### src/rtl/annex_b_nal_splitter_defines.svh
// ----------------------------------------------------------------------------
// Annex B unit splitter: assertion macros
// Shared property wrappers. They sample on clk and are disabled under rst.
// ----------------------------------------------------------------------------
`ifndef ANNEX_B_NAL_SPLITTER_DEFINES_SVH
`define ANNEX_B_NAL_SPLITTER_DEFINES_SVH

// Condition must hold at every sampled edge out of reset.
`define ANNB_ASSERT_ALWAYS(lbl, cond) \
  lbl: assert property (@(posedge clk) disable iff (rst) (cond)) \
    else $error("annex_b_nal_splitter: invariant violated");

// Consequent must hold in the same cycle as the antecedent.
`define ANNB_ASSERT_IMPLIES(lbl, ante, cons) \
  lbl: assert property (@(posedge clk) disable iff (rst) (ante) |-> (cons)) \
    else $error("annex_b_nal_splitter: implication violated");

`endif

### src/rtl/annb_pkg.sv
// ----------------------------------------------------------------------------
// Annex B unit splitter package
// Shared types, constants and the start code detector.
// ----------------------------------------------------------------------------
`default_nettype none

package annb_pkg;

  localparam int HOLD_DEPTH = 5;
  localparam int CNT_W      = $clog2(HOLD_DEPTH + 1);
  localparam int FIFO_DEPTH = 4;
  localparam int FIFO_PTR_W = $clog2(FIFO_DEPTH);
  localparam int FIFO_CNT_W = $clog2(FIFO_DEPTH + 1);

  localparam logic [7:0] BYTE_ZERO = 8'h00;
  localparam logic [7:0] BYTE_ONE  = 8'h01;

  localparam logic [1:0] KIND_BODY    = 2'd0;
  localparam logic [1:0] KIND_RAW     = 2'd1;
  localparam logic [1:0] KIND_DISCARD = 2'd2;

  // Byte class as seen by the start code detector
  typedef enum logic [1:0] {
    CLS_OTHER,
    CLS_ZERO,
    CLS_ONE
  } cls_t;

  typedef struct packed {
    logic [7:0] data;
    cls_t       cls;
  } tag_byte_t;

  localparam int TB_W = $bits(tag_byte_t);

  // Entry 0 is the front of the hold queue
  typedef tag_byte_t [HOLD_DEPTH-1:0] hold_t;

  typedef struct packed {
    tag_byte_t tb;
    logic      last;
  } fifo_entry_t;

  typedef struct packed {
    logic       valid;
    fifo_entry_t entry;
  } front_head_t;

  typedef struct packed {
    logic [CNT_W-1:0] hold_cnt;
    logic [1:0]       code_pos;
    logic             idle;
  } back_status_t;

  // Start code at a queue position: none, undecided yet, short or long
  typedef enum logic [1:0] {
    CODE_NONE,
    CODE_WAIT,
    CODE_3,
    CODE_4
  } code_t;

  function automatic cls_t classify(input logic [7:0] b);
    cls_t c;
    if (b == BYTE_ZERO) begin
      c = CLS_ZERO;
    end else if (b == BYTE_ONE) begin
      c = CLS_ONE;
    end else begin
      c = CLS_OTHER;
    end
    return c;
  endfunction

  function automatic code_t code_at(input hold_t q, input logic [CNT_W-1:0] n,
                                    input logic j, input logic ended);
    logic [CNT_W-1:0] base;
    logic [CNT_W-1:0] avail;
    code_t            undecided;
    code_t            c;
    base      = {{(CNT_W-1){1'b0}}, j};
    avail     = (n > base) ? n - base : '0;
    undecided = ended ? CODE_NONE : CODE_WAIT;
    if (avail == CNT_W'(0)) begin
      c = undecided;
    end else if (q[base].cls != CLS_ZERO) begin
      c = CODE_NONE;
    end else if (avail < CNT_W'(2)) begin
      c = undecided;
    end else if (q[base + CNT_W'(1)].cls != CLS_ZERO) begin
      c = CODE_NONE;
    end else if (avail < CNT_W'(3)) begin
      c = undecided;
    end else if (q[base + CNT_W'(2)].cls == CLS_OTHER) begin
      c = CODE_NONE;
    end else if (avail < CNT_W'(4)) begin
      c = undecided;
    end else if (q[base + CNT_W'(2)].cls == CLS_ONE) begin
      c = CODE_3;
    end else if (q[base + CNT_W'(3)].cls == CLS_ONE) begin
      c = CODE_4;
    end else begin
      c = CODE_NONE;
    end
    return c;
  endfunction

endpackage

`default_nettype wire

### src/rtl/annb_front.sv
// ----------------------------------------------------------------------------
// Annex B unit splitter: front end
// Accepts packet bytes, tags each as zero, one or other, and queues them.
// ----------------------------------------------------------------------------
`default_nettype none

module annb_front
  import annb_pkg::*;
(
  input  wire logic        clk,
  input  wire logic        rst,
  input  wire logic        in_valid,
  output logic             in_stall,
  input  wire logic [7:0]  in_byte,
  input  wire logic        packet_end,
  output front_head_t      head,
  input  wire logic        head_take
);

  fifo_entry_t             mem [FIFO_DEPTH];
  logic [FIFO_PTR_W-1:0]   wr_ptr;
  logic [FIFO_PTR_W-1:0]   rd_ptr;
  logic [FIFO_CNT_W-1:0]   count;
  logic                    push;
  logic                    pop;

  assign in_stall   = (count == FIFO_CNT_W'(FIFO_DEPTH));
  assign push       = in_valid && !in_stall;
  assign pop        = head_take && (count != '0);
  assign head.valid = (count != '0);
  assign head.entry = mem[rd_ptr];

  always_ff @(posedge clk) begin
    if (push) begin
      mem[wr_ptr] <= '{tb: '{data: in_byte, cls: classify(in_byte)}, last: packet_end};
    end
  end

  always_ff @(posedge clk) begin
    if (rst) begin
      wr_ptr <= '0;
      rd_ptr <= '0;
      count  <= '0;
    end else begin
      if (push) begin
        wr_ptr <= wr_ptr + FIFO_PTR_W'(1);
      end
      if (pop) begin
        rd_ptr <= rd_ptr + FIFO_PTR_W'(1);
      end
      case ({push, pop})
        2'b10:   count <= count + FIFO_CNT_W'(1);
        2'b01:   count <= count - FIFO_CNT_W'(1);
        default: count <= count;
      endcase
    end
  end

endmodule

`default_nettype wire

### src/rtl/annb_back.sv
// ----------------------------------------------------------------------------
// Annex B unit splitter: back end
// Holds back up to five bytes, resolves start codes and drives results.
// ----------------------------------------------------------------------------
`default_nettype none

module annb_back
  import annb_pkg::*;
(
  input  wire logic         clk,
  input  wire logic         rst,
  input  wire front_head_t  head,
  output logic              head_take,
  output logic              out_valid,
  input  wire logic         out_stall,
  output logic [7:0]        out_byte,
  output logic [1:0]        kind,
  output logic              unit_last,
  output back_status_t      status
);

  hold_t             hold;
  logic [CNT_W-1:0]  cnt;
  logic              body_seen;
  logic              in_unit;
  logic              prov_any;
  logic              cur_end;
  logic [1:0]        code_pos;

  code_t             cur_len;
  code_t             cur_nx;
  logic              idle;
  logic              out_ready;
  logic              active;

  hold_t             qe;
  logic [CNT_W-1:0]  ne;
  logic              ee;
  code_t             len;
  code_t             nx;
  logic [1:0]        code_last_pos;

  logic              emit;
  logic [7:0]        emit_byte;
  logic [1:0]        emit_kind;
  logic              emit_last;
  logic [CNT_W-1:0]  pop;
  hold_t             hold_next;
  logic [CNT_W-1:0]  cnt_next;
  logic              body_seen_next;
  logic              in_unit_next;
  logic              prov_any_next;
  logic [1:0]        code_pos_next;

  // The step is over when the queue is empty or the front cannot be decided yet
  always_comb begin
    cur_len = code_at(hold, cnt, 1'b0, cur_end);
    cur_nx  = code_at(hold, cnt, 1'b1, cur_end);
    idle    = (cnt == '0) || (cur_len == CODE_WAIT) ||
              ((cur_len == CODE_NONE) && in_unit && (cur_nx == CODE_WAIT));
  end

  assign out_ready = !out_valid || !out_stall;
  assign active    = out_ready && (!idle || head.valid);
  assign head_take = out_ready && idle && head.valid;

  assign status = '{hold_cnt: cnt, code_pos: code_pos, idle: idle};

  always_comb begin
    qe = hold;
    ne = cnt;
    ee = cur_end;
    if (idle) begin
      qe[cnt] = head.entry.tb;
      ne      = cnt + CNT_W'(1);
      ee      = head.entry.last;
    end
    len           = code_at(qe, ne, 1'b0, ee);
    nx            = code_at(qe, ne, 1'b1, ee);
    code_last_pos = (len == CODE_4) ? 2'd3 : 2'd2;

    emit           = 1'b0;
    emit_byte      = qe[0].data;
    emit_kind      = KIND_RAW;
    emit_last      = 1'b0;
    pop            = '0;
    body_seen_next = body_seen;
    in_unit_next   = in_unit;
    prov_any_next  = prov_any;
    code_pos_next  = code_pos;

    case (len)
      CODE_3, CODE_4: begin
        if (!body_seen) begin
          // pass the code bytes out one by one as provisional bytes
          emit      = 1'b1;
          emit_byte = qe[{1'b0, code_pos}].data;
          emit_kind = KIND_RAW;
          emit_last = ee && (({1'b0, code_pos} + CNT_W'(1)) == ne);
          if (code_pos == code_last_pos) begin
            pop           = {1'b0, code_last_pos} + CNT_W'(1);
            in_unit_next  = 1'b1;
            prov_any_next = 1'b1;
            code_pos_next = 2'd0;
          end else begin
            code_pos_next = code_pos + 2'd1;
          end
        end else begin
          pop          = {1'b0, code_last_pos} + CNT_W'(1);
          in_unit_next = 1'b1;
        end
      end
      CODE_NONE: begin
        if (in_unit) begin
          if (nx != CODE_WAIT) begin
            body_seen_next = 1'b1;
            if (!body_seen && prov_any) begin
              // cancel the provisional bytes; the body byte is emitted after the marker
              emit      = 1'b1;
              emit_byte = BYTE_ZERO;
              emit_kind = KIND_DISCARD;
            end else begin
              emit      = 1'b1;
              emit_kind = KIND_BODY;
              emit_last = (nx == CODE_3) || (nx == CODE_4) || (ee && (ne == CNT_W'(1)));
              pop       = CNT_W'(1);
            end
          end
        end else begin
          emit          = 1'b1;
          emit_kind     = KIND_RAW;
          emit_last     = ee && (ne == CNT_W'(1));
          prov_any_next = 1'b1;
          pop           = CNT_W'(1);
        end
      end
      default: begin
        // undecided: hold the pushed byte and wait for more
      end
    endcase

    cnt_next = ne - pop;
    case (pop)
      CNT_W'(1): hold_next = qe >> TB_W;
      CNT_W'(3): hold_next = qe >> (3 * TB_W);
      CNT_W'(4): hold_next = qe >> (4 * TB_W);
      default:   hold_next = qe;
    endcase
  end

  always_ff @(posedge clk) begin
    if (active) begin
      hold <= hold_next;
    end
    if (out_ready && active && emit) begin
      out_byte  <= emit_byte;
      kind      <= emit_kind;
      unit_last <= emit_last;
    end
  end

  always_ff @(posedge clk) begin
    if (rst) begin
      cnt       <= '0;
      body_seen <= 1'b0;
      in_unit   <= 1'b0;
      prov_any  <= 1'b0;
      cur_end   <= 1'b0;
      code_pos  <= 2'd0;
      out_valid <= 1'b0;
    end else begin
      if (out_ready) begin
        out_valid <= active && emit;
      end
      if (active) begin
        cnt      <= cnt_next;
        code_pos <= code_pos_next;
        if (ee && (cnt_next == '0)) begin
          // packet fully flushed: drop per-packet flags
          body_seen <= 1'b0;
          in_unit   <= 1'b0;
          prov_any  <= 1'b0;
          cur_end   <= 1'b0;
        end else begin
          body_seen <= body_seen_next;
          in_unit   <= in_unit_next;
          prov_any  <= prov_any_next;
          cur_end   <= ee;
        end
      end
    end
  end

endmodule

`default_nettype wire

### src/rtl/annex_b_nal_splitter.sv
// ----------------------------------------------------------------------------
// Annex B unit splitter, top level
// Splits a byte stream at Annex B start codes, marking unit ends and
// cancelling provisional bytes once the first unit body byte appears.
//
//   channel  direction  handshake              payload
//   in       sink       in_valid / in_stall    in_byte, packet_end
//   out      source     out_valid / out_stall  out_byte, kind, unit_last
//
// One byte per clock in steady state and one back-end queue step a cycle while
// the output is not stalled. Start code bytes before the first body byte pass one
// by one, a discard marker precedes that byte if any went out, and a later start
// code leaves the queue whole. At packet end up to four held bytes flush at one
// per cycle unless the output stalls. No clearing pass at reset.
// Either side may stall freely; a four-entry queue decouples front and back.
// ----------------------------------------------------------------------------
`default_nettype none

`include "annex_b_nal_splitter_defines.svh"

module annex_b_nal_splitter
  import annb_pkg::*;
(
  input  wire logic        clk,
  input  wire logic        rst,
  input  wire logic        in_valid,
  output logic             in_stall,
  input  wire logic [7:0]  in_byte,
  input  wire logic        packet_end,
  output logic             out_valid,
  input  wire logic        out_stall,
  output logic [7:0]       out_byte,
  output logic [1:0]       kind,
  output logic             unit_last
);

  front_head_t   head;
  logic          head_take;
  back_status_t  back_status;

  annb_front u_front (
    .clk        (clk),
    .rst        (rst),
    .in_valid   (in_valid),
    .in_stall   (in_stall),
    .in_byte    (in_byte),
    .packet_end (packet_end),
    .head       (head),
    .head_take  (head_take)
  );

  annb_back u_back (
    .clk        (clk),
    .rst        (rst),
    .head       (head),
    .head_take  (head_take),
    .out_valid  (out_valid),
    .out_stall  (out_stall),
    .out_byte   (out_byte),
    .kind       (kind),
    .unit_last  (unit_last),
    .status     (back_status)
  );

  `ANNB_ASSERT_ALWAYS(a_hold_bound, back_status.hold_cnt <= CNT_W'(HOLD_DEPTH))
  `ANNB_ASSERT_IMPLIES(a_idle_code_pos, back_status.idle, back_status.code_pos == 2'd0)
  `ANNB_ASSERT_IMPLIES(a_marker_empty, out_valid && (kind == KIND_DISCARD), (out_byte == BYTE_ZERO) && !unit_last)

endmodule

`default_nettype wire

### config.mk
export PLATFORM = sky130hd
export DESIGN_NAME = annex_b_nal_splitter
export DESIGN_NICKNAME = d
export VERILOG_FILES = /design/src/rtl/annb_pkg.sv /design/src/rtl/annb_front.sv /design/src/rtl/annb_back.sv /design/src/rtl/annex_b_nal_splitter.sv
export VERILOG_INCLUDE_DIRS = /design/src /design/src/rtl
export SDC_FILE = /design/constraint.sdc
export NUM_CORES = 1
export LEC_CHECK = 0
export ABC_AREA = 1
export BUFFER_PORTS_ARGS = -buffer_cell sky130_fd_sc_hd__buf_2
export CORE_ASPECT_RATIO = 1.1
export CORE_MARGIN = 5
export CORE_UTILIZATION = 62
export DETAILED_ROUTE_END_ITERATION = 7
export HOLD_SLACK_MARGIN = 0.02
export PLACE_DENSITY = 0.78
export SKIP_LAST_GASP = 1
export SLEW_MARGIN = 20
export SYNTH_ARGS = -nofsm -noshare
export SYNTH_HDL_FRONTEND = slang
export SYNTH_SLANG_ARGS = --single-unit
### constraint.sdc
create_clock -name clk -period 6.9 [get_ports clk]
set_input_delay 0.345 -clock clk [delete_from_list [all_inputs] [get_ports clk]]
set_output_delay 0.345 -clock clk [all_outputs]
set_load 0.005 [all_outputs]
==> results of run 1 <==
==> cells by family (layout without fill, tap and decap cells) <==
| group | Yosys count | after routing | synth area share, % |
|---|---|---|---|
| adder cells (fa/ha/maj) | 16 | 16 | 3.11 |
| flip-flops | 124 | 124 | 51.0 |
| buffers and inverters | 106 | 137 | 6.76 |
| AO/OA/AOI/OAI | 165 | 165 | 14.0 |
| AND/OR/NAND/NOR | 306 | 306 | 19.8 |
| XOR/XNOR | 4 | 4 | 0.506 |
| multiplexers | 33 | 33 | 4.77 |
==> synthesized netlist by cell type (all sizes together), types with 2 or more instances <==
library cell / number
nand2: 134
edfxtp: 105
nor2: 104
inv: 75
o21ai: 70
a21oi: 42
mux2i: 33
nand3: 29
o22ai: 28
nor3: 20
dfxtp: 19
buf: 16
ha: 14
clkbuf: 13
or2: 10
o21bai: 9
o32ai: 8
nand4: 5
o211ai: 3
xnor2: 3
a32o: 2
clkinv: 2
fa: 2
o41ai: 2
==> sequential cells by signal, summed over array words and instances, names as in the netlist, named ones only <==
name / count
u_front.count: 3
u_back.out_valid: 1
u_back.hold: 50
u_back.prov_any: 1
u_back.cur_end: 1
u_back.body_seen: 1
u_back.in_unit: 1
u_back.unit_last: 1
u_back.cnt: 3
u_back.out_byte: 8
u_back.code_pos: 2
u_front.mem: 44
u_front.rd_ptr: 2
u_front.wr_ptr: 2
u_back.kind: 2
==> cell usage in the layout (no fill, tap or decap), types with 3 or more instances in the layout <==
cell type and count:
a21oi_1 41, o21bai_1 8, nor2_2 4, or2_1 8, nand2_2 10, inv_6 6
o32ai_1 8, mux2i_1 33, o21ai_2 5, clkbuf_16 17, inv_1 66, nor2_1 99
nand4_1 5, buf_2 25, nand3_2 3, o21ai_1 3, xnor2_1 3, nor3_1 19
edfxtp_1 105, buf_4 3, inv_2 8, o21ai_0 62, nand3_1 25, inv_8 4
ha_1 14, o22ai_1 26, clkinv_8 4, nand2_1 119, nand2_4 5, dfxtp_1 19
o211ai_1 3
==> worst max path at each step <==
stage	from	end	slack (ns)
6_report	u_back.cnt[0]$_SDFFE_PP0P_	u_back.cnt[2]$_SDFFE_PP0P_	1.36
5_1_grt	u_back.cnt[0]$_SDFFE_PP0P_	u_back.in_unit$_SDFFE_PP0P_	0.87
3_5_place_dp	u_back.cnt[0]$_SDFFE_PP0P_	u_back.cnt[2]$_SDFFE_PP0P_	1.55
2_1_floorplan	u_back.cnt[0]$_SDFFE_PP0P_	u_back.kind[0]$_SDFFCE_PN1P_	0.74
4_1_cts	u_back.cnt[0]$_SDFFE_PP0P_	u_back.cnt[2]$_SDFFE_PP0P_	1.42
3_3_place_gp	u_back.cnt[0]$_SDFFE_PP0P_	u_back.in_unit$_SDFFE_PP0P_	1.87
==> metal layers <==
| layer | share of wire, % | GRT usage [%] |
|---|---|---|
| met1 | 40 | 31.7 |
| met2 | 48 | 39.6 |
| met3 | 9.0 | 5.01 |
| met4 | 3.0 | 11.6 |
| met5 | 0 | 0 |
==> per-stage QoR <==
stage / instances / cell area [sq um] / util [%] / hold slack (ns) / setup WS, ns
after floorplan: 754 / 6920 / - / 0.414 / 0.738
after global routing: 932 / 7700 / 70.5 / 0.144 / 0.868
after CTS: 932 / 7690 / 70.5 / 0.129 / 1.42
final: 932 / 7700 / 70.5 / 0.130 / 1.36
after detailed placement: 900 / 7100 / 65.0 / 0.462 / 1.55
after global placement: 900 / 7090 / 65.0 / 0.453 / 1.87
==> final cells by class <==
cell class              count  area share, %
multi-input cells         524           38.2
inverters                  77           3.82
well taps                 147           2.39
clock inverters            15           2.23
flip-flops and latches    124           45.9
clock buffers              17           5.53
repair buffers             28           1.92
==> worst max-delay path, delay by kind of cell (launching register included) <==
family | cells | cell delay [ns]
adder cells (fa/ha/maj) | 4 | 1.03
buffers and inverters | 8 | 0.97
AND/OR/NAND/NOR | 21 | 2.47
AO/OA/AOI/OAI | 2 | 0.19
flip-flops | 1 | 0.60
XOR/XNOR | 1 | 0.17
==> impl_metrics.csv, run 1 <==
group,metric,value,unit
worst_setup_path,reg2reg_setup_slack,1.36,ns
worst_setup_path,slowest_stage,"dfxtp_1",
timing,drv_slew,0,
worst_setup_path,start_kind,"flip-flop",
clock_network,cts_resized,0,
cells_and_area,antenna_cells,0,
clock_network,clock_path_buffers,2,
clock_network,clock-root-buffer,"clkbuf_16",
timing,fmax,181,MHz
hold_path,hp-class,"in -> reg",
detailed_routing,firstDrtPassIters,5,
worst_setup_path,r2r_start,"u_back.cnt[0]$_SDFFE_PP0P_",
hold_path,min_to,"u_front.mem[0][0]$_DFFE_PP_",
timing,period_needed,5.54,ns
worst_setup_path,reg2regPathDepth,36,
floorplan,core,10900,sq um
clock_network,clock-sinks,124,
timing,slew_headroom,30.6,%
yosys,synth_nets,783,
yosys,netlist_area,6920,sq um
timing,post-route-period-util,80.2,%
worst_setup_path,cp_max_fo,32,
timing,tightest_slew,1.04,ns
floorplan,pin_count,26,
cells_and_area,n_fill_cell,857,
worst_setup_path,required,7.21,ns
detailed_routing,routed_wl,16200,microns
detailed_routing,detail-route-antenna-nets,0,
clock_network,postCtsHoldBufs,0,
worst_setup_path,cp_common_cell,"nand2_1",
timing,setup_violations,0,
global_routing,gr-total-overflow,0,
floorplan,die_x,111,microns
worst_setup_path,path_class,"reg -> reg",
yosys,yosysTopAreaCell,"edfxtp_1",
cells_and_area,area_delta_synth_final,11.1,%
cells_and_area,seq_area,3530,sq um
global_routing,grt_pass1_wl,26100,microns
clock_network,htree_levels,4,
yosys,synth_area_per_cell,9.18,sq um
yosys,synth.distinct_cells,46,
detailed_routing,drc_errors,0,
worst_setup_path,max_stage_delay,0.60,ns
timing,fin_skew,0.0118,ns
run,drv_cap,0,
global_routing,grt_max_degree,57,
worst_setup_path,endpoint_kind,"flip-flop",
run_status,outcome,"finished, final reports clean",
floorplan,die_h,121,microns
cells_and_area,multi_input_area,2940,sq um
clock_network,cts.reportedPaths.clkPinSlew,0.07,ns
yosys,async_flop_share,0,%
floorplan,dieArea,13400,sq um
detailed_routing,wl_per_cell,17.4,microns
place,routabilityCongestion,1.01,
clock_network,cts_buffers,17,
floorplan,initial_utilization,63.5,%
global_routing,grt_pass1_vias,5299,
worst_setup_path,crit_arrival,5.85,ns
yosys,synth_area_leaders,"edfxtp_1 (46%), nand2_1 (6.5%), dfxtp_1 (5.5%), nor2_1 (5.4%), mux2i_1 (4.8%)",
worst_setup_path,worstReg2RegEnd,"u_back.cnt[2]$_SDFFE_PP0P_",
hold_path,min_from,"packet_end",
yosys,synth_seq_area_share,51.0,%
global_routing,antenna_found_initial,0,
yosys,yosysTopAreaCellShare,45.5,%
timing,timing.final.hold_violations,0,
yosys,netlist_instances,754,
place,io_buffer_count,25,
clock_network,cts_setup_buffers,0,
detailed_routing,vias_per_cell,6.05,
yosys,ys_ff_latch,124,
timing,rsz0062_at_grt,"no",
global_routing,grt.total_usage,24.5,%
detailed_routing,drt_first_iter_violations,648,
hold_path,holdPathStages,1,
cells_and_area,drive_gt1_share,13.4,%
yosys,synth_edf_count,105,
clock_network,clk_latency,0.42,ns
yosys,ys_warn_count,0,
floorplan,rows,40,
detailed_routing,via_count,5642,
cells_and_area,final_nets,801,
place,post-dp-hpwl,10800,microns
clock_network,cts_tree,"done",
timing,fin_setup_tns,0,ns
yosys,ys.flop_type,"edfxtp_1",
Power of run 1 is not shown: default switching activity piles up to over one toggle a cycle in this logic, so the estimate is an artifact.
==> run 2, diff against run 1 <==
--- a/config.mk
+++ b/config.mk
@@ -10,10 +10,10 @@
 export BUFFER_PORTS_ARGS = -buffer_cell sky130_fd_sc_hd__buf_2
 export CORE_ASPECT_RATIO = 1.1
 export CORE_MARGIN = 5
-export CORE_UTILIZATION = 62
+export CORE_UTILIZATION = 56
 export DETAILED_ROUTE_END_ITERATION = 7
 export HOLD_SLACK_MARGIN = 0.02
-export PLACE_DENSITY = 0.78
+export PLACE_DENSITY = 0.74
 export SKIP_LAST_GASP = 1
 export SLEW_MARGIN = 20
 export SYNTH_ARGS = -nofsm -noshare
==> constraint.sdc (replaced) <==
create_clock -name clk -period 4.7 [get_ports clk]
set_input_delay 0.235 -clock clk [delete_from_list [all_inputs] [get_ports clk]]
set_output_delay 0.235 -clock clk [all_outputs]
set_load 0.005 [all_outputs]
==> impl_metrics.csv, run 2 (synthesized netlist as in run 1, its figures left out) <==
group,metric,value,unit
run_status,outcome,"finished, final reports clean",
clock_network,cts.reportedPaths.clkPinSlew,0.06,ns
global_routing,grt_pass1_vias,5289,
floorplan,initial_utilization,57.3,%
timing,post-route-period-util,91.1,%
worst_setup_path,crit_arrival,4.59,ns
worst_setup_path,path_class,"reg -> reg",
cells_and_area,n_fill_cell,1012,
clock_network,htree_levels,4,
floorplan,core,12100,sq um
clock_network,clock-root-buffer,"clkbuf_16",
worst_setup_path,slowest_stage,"dfxtp_1",
worst_setup_path,cp_common_cell,"nand2_1",
cells_and_area,final_cell_mix,"nand2_1 (119), edfxtp_1 (105), nor2_1 (100)",
detailed_routing,vias_per_cell,5.87,
worst_setup_path,max_stage_delay,0.65,ns
clock_network,postCtsHoldBufs,0,
floorplan,dieArea,14700,sq um
global_routing,grt.total_usage,22.6,%
detailed_routing,routed_wl,16400,microns
cells_and_area,top_register,"u_back.hold",
timing,tightest_slew,1.08,ns
timing,fmax,234,MHz
cells_and_area,final_common_cell,"nand2_1",
hold_path,hp-class,"in -> reg",
floorplan,pin_count,26,
timing,fin_setup_tns,0,ns
clock_network,cts_tree,"done",
global_routing,gr-total-overflow,0,
cells_and_area,area_delta_synth_final,11.6,%
worst_setup_path,required,5.01,ns
place,io_buffer_count,25,
worst_setup_path,endpoint_kind,"flip-flop",
worst_setup_path,start_kind,"flip-flop",
cells_and_area,final_nets,810,
clock_network,clk_latency,0.42,ns
detailed_routing,via_count,5567,
place,post_dp_cell_area,7170,sq um
timing,fin_skew,0.00750,ns
floorplan,rows,42,
detailed_routing,wl_per_cell,17.3,microns
timing,setup_violations,0,
global_routing,grt_max_degree,57,
cells_and_area,largest_reg_flops,50,
cells_and_area,final_util,63.9,%
place,routabilityCongestion,0.988,
cells_and_area,reg_top3,"u_back.hold: 50 flops, u_front.mem: 44 flops, u_back.out_byte: 8 flops",
timing,period_needed,4.28,ns
timing,slew_headroom,27.7,%
worst_setup_path,reg2reg_setup_slack,0.42,ns
detailed_routing,drt_first_iter_violations,619,
clock_network,clock-sinks,124,
place,post-dp-hpwl,11000,microns
global_routing,grt_pass1_wl,26100,microns
timing,drv_slew,0,
clock_network,clock_path_buffers,2,
timing,rsz0062_at_grt,"no",
run,drv_cap,0,
worst_setup_path,cp_max_fo,10,
floorplan,die_x,116,microns
detailed_routing,drc_errors,0,
global_routing,antenna_found_initial,0,
cells_and_area,fin_area,7730,sq um
detailed_routing,detail-route-antenna-nets,0,
clock_network,cts_buffers,17,
timing,timing.final.hold_violations,0,
floorplan,die_h,127,microns
cells_and_area,drive_gt1_share,14.4,%
detailed_routing,firstDrtPassIters,5,
cells_and_area,antenna_cells,0,
[run 2: worst paths after layout]
path | from | to | depth (start not counted)
worst max-delay path | u_back.cnt[2]$_SDFFE_PP0P_ | u_back.prov_any$_SDFFE_PP0P_ | 29
worst min-delay path | packet_end | u_front.mem[0][0]$_DFFE_PP_ | 1
worst max register to register | u_back.cnt[2]$_SDFFE_PP0P_ | u_back.prov_any$_SDFFE_PP0P_ | 29
worst min register to register | u_front.rd_ptr[0]$_SDFFE_PP0P_ | u_front.rd_ptr[0]$_SDFFE_PP0P_ | 1
[run 2: stage by stage]
step | setup WS, ns | instances | hold slack [ns]
finish | 0.419 | 948 | 0.0328
global route | 0.0285 | 948 | 0.0304
CTS | 0.263 | 948 | 0.0225
detailed placement | 0.292 | 916 | 0.452
global placement | 0.390 | 916 | 0.446
floorplan | 0.553 | 754 | 0.304
[run 2: cell type report]
type	instances	area [sq um]	area share (%)
clock inverters	15	128	1.65
multi-input cells	524	2930	38.0
repair buffers	37	215	2.78
flip-flops and latches	124	3540	45.8
well taps	154	193	2.49
clock buffers	17	425	5.51
inverters	77	294	3.81
[run 2: layer usage]
metal,vias up,part of all wire (%),global-route usage (%)
li1,2674,-,-
met4,0,2.3,8.46
met2,222,49,37.4
met3,40,7.4,4.43
met1,2631,42,29.4
met5,-,0,0
[run 2: critical path: cells and delay by family (launching register included)]
kind,cells,cell delay (ns)
buffers and inverters,3,0.22
and+or+nand+nor,23,2.47
DFF,1,0.65
adders and majority gates,3,0.82
[run 2: repair_timing]
| item | 4_1_cts | 5_1_grt |
|---|---|---|
| setup endpoints to repair | 0 | 9 |
| buffers inserted | 0 | 0 |
| resized for setup | 0 | 4 |
Power of run 2 is left out for the same reason.
